`config.mk`:
```
export PLATFORM = sky130hd
export DESIGN_NAME = rkst_ram
export DESIGN_NICKNAME = d
export VERILOG_FILES = /design/src/hw/rtl/rkst_ram.sv
export SDC_FILE = /design/constraint.sdc
export NUM_CORES = 1
export LEC_CHECK = 0
export ABC_CLOCK_PERIOD_IN_PS = 2600
export BUFFER_PORTS_ARGS = -buffer_cell sky130_fd_sc_hd__buf_2
export CAP_MARGIN = 20
export CORE_MARGIN = 4
export CORE_UTILIZATION = 47
export CTS_BUF_LIST = sky130_fd_sc_hd__clkbuf_8
export DETAILED_ROUTE_END_ITERATION = 16
export PLACE_DENSITY = 0.74
export SYNTH_ARGS = -nofsm -noshare
export SYNTH_HDL_FRONTEND = slang
export SYNTH_SLANG_ARGS = --single-unit
export TNS_END_PERCENT = 50
```
`constraint.sdc`:
```
create_clock -name i_clk -period 2.6 [get_ports i_clk]
set_clock_uncertainty 0.15 [all_clocks]
set_input_delay 0.13 -clock i_clk [delete_from_list [all_inputs] [get_ports i_clk]]
set_output_delay 0.13 -clock i_clk [all_outputs]
set_load 0.05 [all_outputs]
```
`src/hw/rtl/rkst_ram.sv`:
```
// Generic RAM: one write port, two registered read ports.
`timescale 1ns / 1ps
`default_nettype none

module rkst_ram #(
    parameter int WIDTH = 8,
    parameter int DEPTH = 64
) (
    input  wire logic                     i_clk,
    input  wire logic                     i_we,
    input  wire logic [$clog2(DEPTH)-1:0] i_waddr,
    input  wire logic [WIDTH-1:0]         i_wdata,
    input  wire logic [$clog2(DEPTH)-1:0] i_raddr_a,
    output logic      [WIDTH-1:0]         o_rdata_a,
    input  wire logic [$clog2(DEPTH)-1:0] i_raddr_b,
    output logic      [WIDTH-1:0]         o_rdata_b
);

    logic [WIDTH-1:0] r_mem [DEPTH];
    logic [WIDTH-1:0] r_rdata_a;
    logic [WIDTH-1:0] r_rdata_b;

    always_ff @(posedge i_clk) begin
        if (i_we) begin
            r_mem[i_waddr] <= i_wdata;
        end
        r_rdata_a <= r_mem[i_raddr_a];
        r_rdata_b <= r_mem[i_raddr_b];
    end

    assign o_rdata_a = r_rdata_a;
    assign o_rdata_b = r_rdata_b;

endmodule

`default_nettype wire

```
After elaboration in Yosys (flattened, before gate mapping)
Memories as Yosys holds them, arrays and structs flattened. A register that Yosys moved wholly into a read port is not among the register bits. Index checks and enable logic that the tools add are counted.

Register bits: 0. RAM bits: 512. Memories kept: 1.

Mux-type cells: 2.

Memories: r_mem (words 64, width 8, rd ports 2, clocked after Yosys merged registers in 2, write ports 1, line 19) `logic [WIDTH-1:0] r_mem [DEPTH];`.

Operator list (number): two-way mux 1 bit (2).

Longest topological paths before layout
Depth in word-level cells: 2. Gate-level depth with buffers: 9. Gate-level depth less buffers: 5.

Least setup slack after synthesis
OpenSTA, ideal clock, no wires.

Path type: input port to flip-flop. From: input port i_raddr_b[0]. To: register r_rdata_b[4] (netlist: o_rdata_b[4]), read port of r_mem. Arrival: 1827 ps. Setup time: 113 ps. Cell stages on the path: 8. Slack: 510 ps. Data required time: 2337 ps. Buffers on the path: 3. Path through: buf_2 buf_2 buf_4 mux4_2 a221oi_1 o21ai_0 nand3_1 nand2_1.

RTL lines: start, declared (line 15) `input wire logic [$clog2(DEPTH)-1:0] i_raddr_b,`; end, declared (line 21) `logic [WIDTH-1:0] r_rdata_b;`.

==> run_results.csv <==
group,metric,value,unit
cells_and_area,finalNetCount,1459,
setup_path,critical-path-top-delay-family,"multiplexers",
route,wire_per_inst,30.4,um
logic_synthesis,ys_seq_area_share,64.7,%
timing,setup_viol_count_final,0,
timing,tns,0,ps
place,placed_cell_area,26400,um2
place,place_congestion,0.895,
floorplanning,dieArea,55300,um2
floorplanning,core,51200,um2
place,portBuffers,43,
place,dp.cells,2000,
setup_path,r2r_setup_slack,100,ps
cts,clockRootBuffer,"clkbuf_8",
power_and_ir_drop,leakage,9.35,nW
global_route,grt_antenna_before_repair,1,
setup_path,cp_slowest_stage_delay,570,ps
logic_synthesis,synth_edf_count,512,
floorplanning,row_count,83,
setup_path,r2r-start,"r_mem[55][4]",
global_route,grt_pass1_wl,97600,um
logic_synthesis,syn_nets,1239,
logic_synthesis,synth.most_common_cell,"edfxtp_1",
timing,setup_ws,102,ps
logic_synthesis,synthTopCellsByCount,"512 x edfxtp_1, 270 x mux4_2, 75 x nor2_1",
setup_path,cp_common_cell,"mux4_2",
logic_synthesis,ys_types,38,
setup_path,path_depth,5,
power_and_ir_drop,power,18.1,mW
setup_path,worstPathCellList,"mux4_2, mux4_2, nand4_1, o211ai_1, dlygate4sd3_1",
setup_path,start_kind,"register",
job,drv_cap,0,
logic_synthesis,syn-cell-area,24300,um2
cells_and_area,final_util,55.1,%
global_route,overflow,0,
timing,worstMarginPinSlew,872,ps
cts,tritoncts,"built",
cts,clock_path_buffers,3,
logic_synthesis,yosys_warnings,0,
cts,path_clk_slew,60,ps
global_route,grt_pass1_vias,14400,
place,dp_slack,107,ps
logic_synthesis,synth_area_leader_cell,"edfxtp_1",
route,via_count,14400,
route,detail_route.vias_per_cell,6.58,
hold_path,whs_path_depth,4,
hold_path,hold_path_class,"in2reg",
floorplanning,initial_core_util,47.4,%
global_route,grt_max_degree,65,
place,dp_hpwl,44800,um
cts,cts_made_buffers,87,
hold_path,worstHoldStart,"i_we",
cts,cts.sinks,528,
setup_path,path_class,"reg2reg",
timing,rsz0062_at_grt,"no",
cells_and_area,fin_area,28200,um2
logic_synthesis,async_flop_share,0,%
route,drc_errors,0,
setup_path,crit_slowest_cell,"dlygate4sd3_1",
power_and_ir_drop,p_per_area,640,nW/um2
cells_and_area,multi_input_area,8100,um2
logic_synthesis,yosys.area.top_type_share,63.3,%
timing,min_period,2500,ps
logic_synthesis,synth-main-ff-cell,"edfxtp_1",
global_route,grt_usage,23.9,%
cts,h-tree-depth,3,
status,status,"finished clean",
floorplanning,die_width,235,um
cells_and_area,syn2layout_area_growth,16.2,%
timing,fmax,0.400,GHz
cells_and_area,n_antenna_cell,0,
timing,post-route-period-util,96.1,%
hold_path,hold_path_end,"r_mem[49][4]",
setup_path,path_buf_inv,1,
setup_path,reg2reg_to,"o_rdata_a[4]",
logic_synthesis,syn_inst,1211,
route,first_iter_violations,2159,
power_and_ir_drop,ir_drop,0.337,mV
setup_path,cp.arrival,2890,ps
floorplanning,io_pins,44,
floorplanning,die_y,235,um
setup_path,r2r_cells,5,
route,routed_wl,66500,um
logic_synthesis,yosys-top-cells-area,"edfxtp_1 63%, mux4_2 25%, mux2i_1 2.7%",
logic_synthesis,avgSynthCellArea,20.0,um2
route,drt_pass1_iterations,5,
logic_synthesis,yosys_register_bits,528,
timing,hold_violations,0,
route,antenna_left,0,
cells_and_area,regArea,15700,um2
setup_path,end_kind,"register",
timing,whs,52.4,ps
timing,slew_violations,0,
cts,insertion_delay,670,ps
cells_and_area,drive_above_1_share,39.0,%
setup_path,crit_required,2990,ps
cells_and_area,n_fill_cell,3871,
cells_and_area,finalNonFillerCells,2183,
timing,slew_headroom,41.9,%
cts,cts_setup_buffers,0,
setup_path,cp_max_fo,2,
==> worst max path at each step <==
stage | slack (ps) | endpoint | startpoint
global route | 30 | o_rdata_a[4] | r_mem[41][4]
CTS | 90 | o_rdata_a[4] | r_mem[39][4]
finish | 100 | o_rdata_a[4] | r_mem[55][4]
detailed placement | 110 | o_rdata_a[3] | i_raddr_a[0]
floorplan | 510 | o_rdata_b[4] | i_raddr_b[0]
global placement | 150 | o_rdata_b[2] | i_raddr_b[0]
==> power breakdown <==
part           leakage [nW]  switching (mW)  internal [mW]  total, mW
Sequential             4.74          0.0638           9.42       9.49
Combinational          3.68            1.03          0.729       1.76
Clock                 0.929            3.27           3.54       6.81
==> state kept, by name (all words and copies together), names as in the netlist <==
name and flops:
o_rdata_a 8, o_rdata_b 8, r_mem 512
==> area by class of cell <==
type,instances,share of cell area [%]
Inverter,3,0.0399
Multi-Input combinational cell,587,28.7
Sequential cell,528,55.6
Timing Repair Buffer,224,6.82
Tap cell,680,3.02
Clock inverter,70,1.31
Clock buffer,91,4.44
==> layout by cell type, fill, tap and decap left out, types with 2 or more instances in the layout <==
master / Yosys / layout
a21oi_1: 10 / 10
nor3_1: 2 / 2
o221ai_1: 5 / 5
nand2b_1: 6 / 6
clkinvlp_4: 0 / 3
nor2b_1: 8 / 8
o21ai_1: 7 / 7
nand4_1: 3 / 3
nand3_1: 20 / 20
buf_2: 31 / 37
a2111oi_0: 2 / 2
mux2i_1: 66 / 65
bufinv_16: 0 / 3
clkinv_2: 0 / 13
and2_1: 3 / 3
a211oi_1: 2 / 2
dfxtp_1: 16 / 16
nand2_1: 28 / 28
clkinv_1: 0 / 24
clkbuf_8: 0 / 92
buf_6: 5 / 3
o21ai_0: 17 / 17
nor2_1: 75 / 75
a221o_1: 5 / 5
o31a_1: 5 / 5
a22oi_1: 14 / 14
a221oi_1: 7 / 7
edfxtp_1: 512 / 512
mux2_2: 2 / 2
nand3b_1: 2 / 2
o211ai_1: 3 / 3
dlygate4sd3_1: 0 / 22
buf_12: 0 / 21
inv_1: 2 / 29
buf_4: 12 / 140
mux4_2: 270 / 270
o22ai_1: 20 / 20
==> routing by layer <==
metal / track usage [%] / wire length (um) / up-vias / share of wire (%)
li1: - / - / 5699 / -
met1: 33.6 / 24600 / 7525 / 37
met2: 38.3 / 32300 / 1004 / 49
met3: 4.62 / 7340 / 140 / 11
met4: 7.96 / 2190 / 2 / 3.3
met5: 0 / 13 / - / 0.020
==> repair_timing <==
action / in CTS / in global routing
hold endpoints to repair: 347 / 0
hold buffers: 22 / 0
endpoints found under the setup margin: 0 / 1
gates resized for setup: 0 / 1
==> cell families (layout without fill, tap and decap cells) <==
kind of cell	count (synthesis)	after routing	share of synthesized area (%)
flip-flops	528	528	64.7
multiplexers	338	338	27.9
AND/OR/NAND/NOR	149	149	2.69
AO/OA/AOI/OAI	100	100	2.81
buffers and inverters	96	388	1.98
==> worst min-delay path: stages <==
cell and delay [ps]:
buf_2 150, nand4_1 170, nor3_1 60, buf_4 180
Power figures use the tool's default switching activity.
